<file path="config.mk">
export PLATFORM = sky130hd
export DESIGN_NAME = contiguous_block_bitmap_allocator_top
export DESIGN_NICKNAME = d
export VERILOG_FILES = /design/src/rtl/cbba_pkg.sv /design/src/rtl/cbba_cell.sv /design/src/rtl/contiguous_block_bitmap_allocator_top.sv
export SDC_FILE = /design/constraint.sdc
export NUM_CORES = 1
export LEC_CHECK = 0
export ABC_AREA = 1
export BUFFER_PORTS_ARGS = -buffer_cell sky130_fd_sc_hd__buf_2
export CAP_MARGIN = 5
export CORE_MARGIN = 3
export CORE_UTILIZATION = 55
export CTS_BUF_LIST = sky130_fd_sc_hd__clkbuf_4 sky130_fd_sc_hd__clkbuf_8
export CTS_CLUSTER_DIAMETER = 200
export DETAILED_ROUTE_END_ITERATION = 7
export HOLD_SLACK_MARGIN = 0.02
export PLACE_DENSITY_LB_ADDON = 0.15
export RECOVER_POWER = 100
export SYNTH_ARGS = -nofsm -noshare
export SYNTH_HDL_FRONTEND = slang
export SYNTH_SLANG_ARGS = --single-unit
</file>
<file path="constraint.sdc">
create_clock -name clk -period 4.6 [get_ports clk]
set_clock_uncertainty 0.2 [all_clocks]
set_input_delay 0.23 -clock clk [delete_from_list [all_inputs] [get_ports clk]]
set_output_delay 0.23 -clock clk [all_outputs]
set_load 0.1 [all_outputs]
</file>
<file path="src/rtl/cbba_pkg.sv">
// Shared types, widths and codes for the contiguous block bitmap allocator.
package cbba_pkg;

  localparam int POINTS_W = 10;
  localparam int FIRST_W  = 5;
  localparam int COUNT_W  = 6;
  localparam int MAP_W    = 32;
  // holds a run length up to 64 and first + count up to 94
  localparam int SPAN_W   = 7;

  localparam int NUM_BLOCKS_DEF  = 32;
  localparam int BLOCK_VERTS_DEF = 64;

  localparam logic OP_ALLOC = 1'b0;
  localparam logic OP_FREE  = 1'b1;

  typedef struct packed {
    logic                opcode;
    logic [POINTS_W-1:0] request_points;
    logic [FIRST_W-1:0]  free_first_block;
    logic [COUNT_W-1:0]  free_block_count;
  } cbba_req_t;

  typedef struct packed {
    logic               ok;
    logic [FIRST_W-1:0] first_block;
    logic [COUNT_W-1:0] block_count;
    logic [MAP_W-1:0]   used_map;
  } cbba_rsp_t;

  typedef struct packed {
    logic               load;
    logic               shift;
    logic               commit;
    logic               clear;
    logic [SPAN_W-1:0]  span;
    logic [FIRST_W-1:0] lo;
    logic [SPAN_W-1:0]  hi;
  } cbba_ctl_t;

  typedef enum logic [2:0] {
    ST_IDLE,
    ST_SIZE,
    ST_LOAD,
    ST_SCAN,
    ST_FREE
  } cbba_state_t;

endpackage

</file>
<file path="src/rtl/cbba_cell.sv">
// One block of the map: usage bit, scan bit, window bit and grant bit.
module cbba_cell
  import cbba_pkg::*;
#(
  parameter int IDX = 0
) (
  input  logic      clk,
  input  logic      rst,
  input  cbba_ctl_t ctl,
  input  logic      scan_in,
  output logic      scan_out,
  input  logic      grant_in,
  output logic      grant_out,
  output logic      used,
  output logic      conflict
);

  localparam logic [SPAN_W-1:0] IdxS = SPAN_W'(IDX);

  logic u;
  logic s;
  logic m;
  logic g;
  logic in_window;
  logic in_clear;

  assign in_window = IdxS < ctl.span;
  assign in_clear  = (IdxS >= SPAN_W'(ctl.lo)) && (IdxS < ctl.hi);

  always_ff @(posedge clk) begin
    if (rst) begin
      u <= 1'b0;
    end else if (ctl.clear && in_clear) begin
      u <= 1'b0;
    end else if (ctl.commit && g) begin
      u <= 1'b1;
    end
  end

  always_ff @(posedge clk) begin
    if (ctl.load) begin
      s <= u;
      m <= in_window;
      g <= in_window;
    end else if (ctl.shift) begin
      s <= scan_in;
      g <= grant_in;
    end
  end

  assign scan_out  = s;
  assign grant_out = g;
  assign used      = u;
  assign conflict  = s & m;

endmodule

</file>
<file path="src/rtl/contiguous_block_bitmap_allocator_top.sv">
// Free: the FREE state clears the range, then the strobe. Allocate: one sizing multiply,
// a load state, then one candidate position per cycle through the cell chain;
// the strobe follows the scan step that grants b, b = granted first block (failure after at
// most NUM_BLOCKS-blocks+1 scan steps, oversize failure straight from the load state).
// A new start is taken in the strobe cycle. Synchronous reset clears the map.
module contiguous_block_bitmap_allocator_top
  import cbba_pkg::*;
#(
  parameter int NUM_BLOCKS  = NUM_BLOCKS_DEF,
  parameter int BLOCK_VERTS = BLOCK_VERTS_DEF
) (
  input  logic      clk,
  input  logic      rst,
  input  logic      start,
  output logic      busy,
  input  cbba_req_t req,
  output logic      done,
  output cbba_rsp_t rsp
);

  localparam int P    = BLOCK_VERTS / 2;
  localparam int XW   = $clog2(1024 + P + 1);
  localparam int SH   = XW + $clog2(P);
  localparam int RW   = SH + 1;
  localparam longint RECIP = ((64'd1 << SH) + P - 1) / P;
  localparam int PW   = XW + RW;
  localparam int BFW  = PW - SH;
  localparam int BIW  = $clog2(NUM_BLOCKS);
  localparam int MAPN = (NUM_BLOCKS < MAP_W) ? NUM_BLOCKS : MAP_W;

  cbba_state_t state, state_next;
  cbba_ctl_t   ctl;

  logic [XW-1:0]      x_r;
  logic [PW-1:0]      prod_r;
  logic [SPAN_W-1:0]  blk_r;
  logic [BIW-1:0]     b;
  logic [FIRST_W-1:0] lo_r;
  logic [SPAN_W-1:0]  hi_r;
  logic               ok_r;
  logic [FIRST_W-1:0] first_r;
  logic [COUNT_W-1:0] count_r;

  logic [BFW-1:0]        blocks_full;
  logic                  too_big;
  logic                  accept;
  logic                  any_conflict;
  logic                  last;
  logic [NUM_BLOCKS-1:0] s_v;
  logic [NUM_BLOCKS-1:0] g_v;
  logic [NUM_BLOCKS-1:0] u_v;
  logic [NUM_BLOCKS-1:0] c_v;

  assign busy         = state != ST_IDLE;
  assign accept       = start && !busy;
  assign blocks_full  = prod_r[PW-1:SH];
  assign too_big      = blocks_full > BFW'(NUM_BLOCKS);
  assign any_conflict = |c_v;
  assign last = (SPAN_W'(b) + blk_r) >= SPAN_W'(NUM_BLOCKS);

  always_comb begin
    state_next = state;
    case (state)
      ST_IDLE: begin
        if (accept) begin
          state_next = (req.opcode == OP_FREE) ? ST_FREE : ST_SIZE;
        end
      end
      ST_SIZE: state_next = ST_LOAD;
      ST_LOAD: state_next = too_big ? ST_IDLE : ST_SCAN;
      ST_SCAN: begin
        if (!any_conflict || last) begin
          state_next = ST_IDLE;
        end
      end
      ST_FREE: state_next = ST_IDLE;
      default: state_next = ST_IDLE;
    endcase
  end

  always_comb begin
    ctl.load   = 1'b0;
    ctl.shift  = 1'b0;
    ctl.commit = 1'b0;
    ctl.clear  = 1'b0;
    ctl.span   = SPAN_W'(blocks_full);
    ctl.lo     = lo_r;
    ctl.hi     = hi_r;
    case (state)
      ST_LOAD: ctl.load = !too_big;
      ST_SCAN: begin
        ctl.commit = !any_conflict;
        ctl.shift  = any_conflict && !last;
      end
      ST_FREE: ctl.clear = 1'b1;
      default: ctl.load = 1'b0;
    endcase
  end

  always_ff @(posedge clk) begin
    if (rst) begin
      state <= ST_IDLE;
      done  <= 1'b0;
    end else begin
      state <= state_next;
      done  <= ((state == ST_LOAD) && too_big) ||
               ((state == ST_SCAN) && (!any_conflict || last)) ||
               (state == ST_FREE);
    end
  end

  always_ff @(posedge clk) begin
    if (accept) begin
      x_r  <= XW'(req.request_points) + XW'(P + 1);
      lo_r <= req.free_first_block;
      hi_r <= SPAN_W'(req.free_first_block) + SPAN_W'(req.free_block_count);
    end
    if (state == ST_SIZE) begin
      prod_r <= PW'(x_r) * PW'(RECIP);
    end
    case (state)
      ST_LOAD: begin
        blk_r   <= SPAN_W'(blocks_full);
        b       <= '0;
        ok_r    <= 1'b0;
        first_r <= '0;
        count_r <= '0;
      end
      ST_SCAN: begin
        if (!any_conflict) begin
          ok_r    <= 1'b1;
          first_r <= FIRST_W'(b);
          count_r <= COUNT_W'(blk_r);
        end else begin
          b <= b + BIW'(1);
        end
      end
      ST_FREE: begin
        ok_r    <= 1'b1;
        first_r <= '0;
        count_r <= '0;
      end
      default: ok_r <= ok_r;
    endcase
  end

  for (genvar i = 0; i < NUM_BLOCKS; i++) begin : g_cell
    logic scan_in;
    logic grant_in;
    if (i == NUM_BLOCKS - 1) begin : g_top
      assign scan_in = 1'b1;
    end else begin : g_mid
      assign scan_in = s_v[i+1];
    end
    if (i == 0) begin : g_bot
      assign grant_in = 1'b0;
    end else begin : g_up
      assign grant_in = g_v[i-1];
    end
    cbba_cell #(
      .IDX(i)
    ) u_cell (
      .clk      (clk),
      .rst      (rst),
      .ctl      (ctl),
      .scan_in  (scan_in),
      .scan_out (s_v[i]),
      .grant_in (grant_in),
      .grant_out(g_v[i]),
      .used     (u_v[i]),
      .conflict (c_v[i])
    );
  end

  assign rsp.ok          = ok_r;
  assign rsp.first_block = first_r;
  assign rsp.block_count = count_r;
  assign rsp.used_map    = MAP_W'(u_v[MAPN-1:0]);

endmodule

</file>
==> results.ini, run 1 <==
[run_status]
status=finished, final reports clean

[final_layout]
layout-drive-gt1-share_pct=7.158
multi_input_area_mm2=0.002605
nets=989
final_core_util_pct=61.56
area_growth_pct=6.931
fillers=1321
seq_area_mm2=0.005015
final_common_cell=nand2_1
antenna_cells=0
fin_area_mm2=0.009150
final_cell_mix=266 x nand2_1, 143 x edfxtp_1, 94 x inv_1

[critical_path]
cp_top_family=buffers and inverters
end_kind=flop
crit_chain=inv_2 -> nand2_1 -> nor2_1 -> inv_1 -> nor2_1 -> clkinvlp_2 -> buf_4 -> nand2_1 -> clkbuf_4
crit_buf_inv=5
cpMaxStageDelayCell=clkbuf_4
slowest_delay_ps=790
crit_required_ps=4470
critPathMaxFanout=101
reg2reg_depth=9
worst_ep_arrival_time_ps=3290
cp.depth=9
crit_type=reg2reg
startpoint_type=flop

[synthesis]
synth_seq_cells=179
synthFlopType=edfxtp_1
synth_area_leader_cell=edfxtp_1
yosysWarningCount=0
synthesis.area_mm2=0.008557
synth_top_area_share_pct=50.18
synthDistinctLibCells=36
synthCells=895
synthesis.nets=933
async_reset_ff_share_pct=0
synth.area.top_cells=edfxtp_1 50%, nand2_1 12%, dfxtp_1 8.4%
post_synth.cell_area_avg_um2=9.561
synth_edf_count=143
ys_seq_area_share_pct=58.61

[clocking]
cts_sinks=179
cts.path.max_buffers=2
cts_tree=yes
cts_buffers=17
path_clk_slew_ps=90
cts_root_buffer=clkbuf_8
postCtsSetupBuffers=0
h-tree-depth=4
insertion_delay_ps=450

[placed_design]
dpl_cell_area_mm2=0.008753
gp_congestion=0.9252
port_buffers=70
dp.final_hpwl_um=13500

[timing]
finalSetupViolations=0
max-slew-margin-rel_pct=4.744
tightest_slew_ps=1429
rsz0062_at_grt=false
min_period_ps=3422
finalSetupTns_ps=0
whs_ps=75.63
period_share_pct=74.40
final_max_slew_viol_count=0
hold_viol=0
max_freq_mhz=292.2

[floorplanning]
rows=44
design.die.area_mm2=0.01709
die_y_um=130.7
die_w_um=130.7
initial_utilization_pct=57.57
core_mm2=0.01486
top_level_ports=71

[power_and_ir_drop]
fin_total_pwr_mw=3.337
power_density_mw_per_mm2=364.6
seqPwrFrac_pct=55.8
ir_drop_uv=165.2
internal_power_mw=2.448
clkPwrFrac_pct=32.9
p_leak_nw=3.531
swShare_pct=26.62
p_sw_uw=888.1
comb_power_share_pct=11.3

[global_route]
grt_start_max_net_pins=102
grt_pass1_wl_um=30120
track_usage_pct=23.29
antenna_found_initial=0
grt_pass1_vias=5694
grt.overflow.total=0

[min_path]
hp-class=in2reg
hold_depth=3

[job]
max_cap_violations=0

[drt]
ant_nets=0
firstDrtPassIters=5
wl_per_cell_um=16.68
drc=0
drt_wl_total_um=19150
drt_iter0_markers=541
vias=6069
vias_per_cell=5.287

[sequential cells by signal, summed over array words and instances (netlist names)]
signal	flops
done	1
count_r	6
prod_r	6
x_r	6
state	3
g_cell.u_cell.m	32
blk_r	6
first_r	5
hi_r	7
g_cell.u_cell.scan_out	32
ok_r	1
b	5
g_cell.u_cell.used	32
lo_r	5
g_cell.u_cell.grant_out	32
[worst paths after layout]
check                           startpoint  slack, ps                   endpoint
worst max-delay path              state[2]       1180  g_cell[3].u_cell.scan_out
worst min-delay path                req[4]         80                    hi_r[4]
worst max register to register    state[2]       1180  g_cell[3].u_cell.scan_out
worst min register to register     x_r[10]        230                 prod_r[21]
[cells by family (layout without fill, tap and decap cells)]
kind of cell	count (synthesis)	after routing	synth area share, %
adders and majority gates	13	13	2.076
AOI/OAI and AO/OA	147	147	10.10
xor gates and xnor gates	6	6	0.6141
buffers and inverters	161	230	9.782
DFF	179	179	58.61
and+or+nand+nor	389	389	18.82
[power by group through the flow]
stage	Clock, mW	Combinational [mW]	Sequential [mW]
global placement	0	0.376	1.90
floorplan	0	0.230	1.94
global route	1.17	0.417	1.87
detailed placement	0	0.380	1.90
CTS	1.11	0.394	1.86
finish	1.10	0.378	1.86
[metal layers]
layer  routed length [um]  GRT usage (%)  share of wire (%)
met1                 8888          34.58                 46
met2                 8799          36.12                 46
met3                 1211          3.374                6.3
met4                  252          6.594                1.3
met5                    0              0                  0
[cells in the mapped netlist, types with 11 or more instances]
cell / number
a21oi_1: 49
buf_4: 37
buf_6: 12
dfxtp_1: 36
edfxtp_1: 143
ha_1: 11
inv_1: 93
nand2_1: 266
nand3_1: 29
nor2_1: 72
o21ai_0: 42
o21ai_1: 17
o21ai_2: 19
[stage by stage]
step           setup WS, ps  cells
2_1_floorplan          1174    895
3_3_place_gp           1880   1097
3_5_place_dp           1827   1097
4_1_cts                1816   1148
5_1_grt               830.1   1148
6_report               1178   1148
[layout make-up]
cell class	instances	area share [%]
Clock buffer	18	2.639
Clock inverter	14	1.764
Inverter	103	4.239
Multi-Input combinational cell	555	28.47
Sequential cell	179	54.81
Tap cell	184	2.516
Timing Repair Buffer	95	5.565
[worst register-to-register path, delay by kind of cell (launching register included)]
| kind | cells | cell delay, ps |
|---|---|---|
| buf+inv | 5 | 1570 |
| flops | 1 | 340 |
| simple gates | 4 | 890 |
[what timing repair did]
item,in CTS,in global routing
hold buffers,19,0
gates resized for setup,0,0
hold endpoints to repair,18,0
Note: power is estimated with default switching activity, not from simulation.
==> run 2: changes to the inputs <==
--- a/config.mk
+++ b/config.mk
@@ -5,7 +5,7 @@
 export SDC_FILE = /design/constraint.sdc
 export NUM_CORES = 1
 export LEC_CHECK = 0
-export ABC_AREA = 1
+export ABC_AREA = 0
 export BUFFER_PORTS_ARGS = -buffer_cell sky130_fd_sc_hd__buf_2
 export CAP_MARGIN = 5
 export CORE_MARGIN = 3
==> constraint.sdc (replaced) <==
create_clock -name clk -period 2.9 [get_ports clk]
set_clock_uncertainty 0.2 [all_clocks]
set_input_delay 0.145 -clock clk [delete_from_list [all_inputs] [get_ports clk]]
set_output_delay 0.145 -clock clk [all_outputs]
set_load 0.1 [all_outputs]
==> run 2 against run 1 <==
  * Worst hold slack improved by 2.7 ps
  * Critical path depth fell by 3
  * Synthesized cell count fell by 18%
  * Critical path type unchanged
  * Highest routed layer is now met5
==> results.ini, run 2 <==
[run_status]
status=finished, final reports clean  ; unchanged

[min_path]
hp-class=in2reg  ; unchanged
hold_depth=2  ; was 3
holdPathEnd=state[2]  ; was hi_r[4]
hold_path.startpoint=rst  ; was req[4]

[final_layout]
fin_cells=1000  ; was 1148
fin_area_mm2=0.009190  ; was 0.009150 mm^2
final_common_cell=edfxtp_1  ; was nand2_1
nets=842  ; was 989
fillers=1202  ; was 1321
antenna_cells=0  ; unchanged
layout-drive-gt1-share_pct=11.64  ; was 7.158%
final_cell_mix=143 x edfxtp_1, 102 x nand2_1, 76 x nor2_1  ; was 266 x nand2_1, 143 x edfxtp_1, 94 x inv_1
area_growth_pct=9.873  ; was 6.931%

[timing]
max-slew-margin-rel_pct=20.31  ; was 4.744%
whs_ps=78.37  ; was 75.63 ps
max_freq_mhz=368.1  ; was 292.2 MHz
period_share_pct=93.67  ; was 74.40%
min_period_ps=2717  ; was 3422 ps
rsz0062_at_grt=false  ; unchanged
hold_viol=0  ; unchanged
setup_slack_ps=183.4  ; was 1178 ps
finalSetupViolations=0  ; unchanged
tightest_slew_ps=1201  ; was 1429 ps
final_max_slew_viol_count=0  ; unchanged

[floorplanning]
rows=44  ; unchanged
core_mm2=0.01470  ; was 0.01486 mm^2
design.die.area_mm2=0.01672  ; was 0.01709 mm^2
initial_utilization_pct=56.90  ; was 57.57%
die_y_um=129.3  ; was 130.7 um
top_level_ports=71  ; unchanged
die_w_um=129.3  ; was 130.7 um

[drt]
drt_wl_total_um=20370  ; was 19150 um
drt_iter0_markers=653  ; was 541
firstDrtPassIters=6  ; was 5
drc=0  ; unchanged
ant_nets=0  ; unchanged
wl_per_cell_um=20.37  ; was 16.68 um
vias=5956  ; was 6069
vias_per_cell=5.956  ; was 5.287

[critical_path]
slowest_delay_ps=540  ; was 790 ps
crit_type=reg2reg  ; unchanged
cpMaxStageDelayCell=or4_1  ; was clkbuf_4
r2r_end=g_cell[25].u_cell.grant_out  ; was g_cell[3].u_cell.scan_out
crit_required_ps=2920  ; was 4470 ps
crit_chain=or4_1 -> o21ai_0 -> nand2_1 -> inv_1 -> buf_12 -> mux2_2  ; was inv_2 -> nand2_1 -> nor2_1 -> inv_1 -> nor2_1 -> clkinvlp_2 -> buf_4 -> nand2_1 -> clkbuf_4
timing.rr.start=prod_r[19]  ; was state[2]
critPathMaxFanout=40  ; was 101
reg2reg_depth=6  ; was 9
startpoint_type=flop  ; unchanged
end_kind=flop  ; unchanged
rrSetupSlack_ps=180  ; was 1180 ps
worst_ep_arrival_time_ps=2740  ; was 3290 ps

[synthesis]
yosysWarningCount=0  ; unchanged
synth_seq_cells=179  ; unchanged
synthCells=736  ; was 895
synth_common_cells=143 x edfxtp_1, 101 x nand2_1, 76 x nor2_1, 46 x o21ai_0, 40 x inv_1  ; was 266 x nand2_1, 143 x edfxtp_1, 93 x inv_1, 72 x nor2_1, 49 x a21oi_1
ys_seq_area_share_pct=59.96  ; was 58.61%
synth.most_common_cell=edfxtp_1  ; was nand2_1
synth_top_area_share_pct=51.34  ; was 50.18%
synthFlopType=edfxtp_1  ; unchanged
synthesis.nets=774  ; was 933
synth_area_leader_cell=edfxtp_1  ; unchanged
async_reset_ff_share_pct=0  ; unchanged
synthDistinctLibCells=58  ; was 36
synthesis.area_mm2=0.008364  ; was 0.008557 mm^2
synth_edf_count=143  ; unchanged
post_synth.cell_area_avg_um2=11.36  ; was 9.561 um^2
synth.area.top_cells=edfxtp_1 51%, dfxtp_1 8.6%, nand2_1 4.5%  ; was edfxtp_1 50%, nand2_1 12%, dfxtp_1 8.4%

[global_route]
track_usage_pct=25.55  ; was 23.29%
grt_pass1_vias=5832  ; was 5694
grt.overflow.total=0  ; unchanged
grt_start_max_net_pins=65  ; was 102
busiest_layer=met2  ; unchanged
antenna_found_initial=1  ; was 0
gr-usage-met2_pct=38.93  ; was 36.12%
grt_pass1_wl_um=32210  ; was 30120 um
use_met1_pct=35.48  ; was 34.58%
grtUsageMet3_pct=7.007  ; was 3.374%

[job]
max_cap_violations=0  ; unchanged

[power_and_ir_drop]
power_density_mw_per_mm2=552.8  ; was 364.6 mW/mm^2
fin_total_pwr_mw=5.080  ; was 3.337 mW
ir_drop_uv=309.3  ; was 165.2 uV
p_leak_nw=3.195  ; was 3.531 nW

[placed_design]
dp_cells=945  ; was 1097
place_ws_ps=277.0  ; was 1827 ps
port_buffers=70  ; unchanged
dp.final_hpwl_um=14380  ; was 13500 um
gp_congestion=0.9308  ; was 0.9252
dpl_cell_area_mm2=0.008763  ; was 0.008753 mm^2

[clocking]
h-tree-depth=4  ; unchanged
cts_buffers=17  ; unchanged
cts_sinks=179  ; unchanged
insertion_delay_ps=470  ; was 450 ps
cts.path.max_buffers=2  ; unchanged
cts_tree=yes  ; unchanged
cts_root_buffer=clkbuf_8  ; unchanged
path_clk_slew_ps=90  ; about the same
postCtsSetupBuffers=0  ; unchanged
cts.repair.resized=0  ; unchanged

run 2: changes by cell type after synthesis, sizes merged, moves of 17 or more:
cell     before  now
a21oi        50   20
nand3        29    8
o21ai        78   47
a221oi        0   17
nand2       266  102
inv         102   41
a2111oi       0   24
clkbuf        4   28
run 2: stage by stage:
stage	utilization, %	setup TNS, ps
2_1_floorplan	-	-10630
3_3_place_gp	59.62	0
3_5_place_dp	59.62	0
4_1_cts	63.76	0
5_1_grt	62.52	0
6_report	62.52	0
run 2: cells by family after synthesis:
kind of cell    synth area share, %
compound gates                14.90
simple gates                  13.18
fa+ha+maj                     2.124
xor+xnor                      1.152
buf+inv                       6.806
flops                         59.96
mux                           1.885
run 2: repair_timing:
item / CTS / global route
hold endpoints to repair: 20 / 0
setup endpoints to repair: 0 / 0
hold buffers: 24 / 0
run 2: power by group:
part           total [mW]  internal, mW  switching, mW
clock                1.61         0.719          0.896
combinational       0.531         0.164          0.367
sequential           2.94          2.86         0.0710
run 2: routing by layer:
metal	vias up	wire, um
li1	2781	-
met1	2861	8887
met2	274	9281
met3	38	1651
met4	2	540
met5	-	13
run 2: worst max path at each step:
stage / from / endpoint / slack [ps] / depth (start not counted)
after floorplan: b[0] / g_cell[0].u_cell.grant_out / -170 / 6
after global placement: b[1] / g_cell[23].u_cell.grant_out / 310 / 7
after detailed placement: b[1] / g_cell[20].u_cell.grant_out / 280 / 7
after CTS: b[0] / g_cell[24].u_cell.scan_out / 270 / 7
after global routing: prod_r[18] / g_cell[23].u_cell.grant_out / 40 / 6
final: prod_r[19] / g_cell[25].u_cell.grant_out / 180 / 6
run 2: worst max-delay path, delay by kind of cell (launching register included):
family | cells | cell delay (ps)
and+or+nand+nor | 2 | 740
DFF | 1 | 380
AOI/OAI and AO/OA | 1 | 300
buffers and inverters | 2 | 450
muxes | 1 | 370
run 2: final cells by class:
type                       instances  area, um^2  area share [%]
multi-input combinational        448        2724           29.64
clock buffer                      19       261.5           2.845
tap                              184       230.2           2.505
sequential                       179        5015           54.57
timing repair buffer             117       698.2           7.597
clock inverter                    12       107.6           1.171
inverter                          41       153.9           1.675
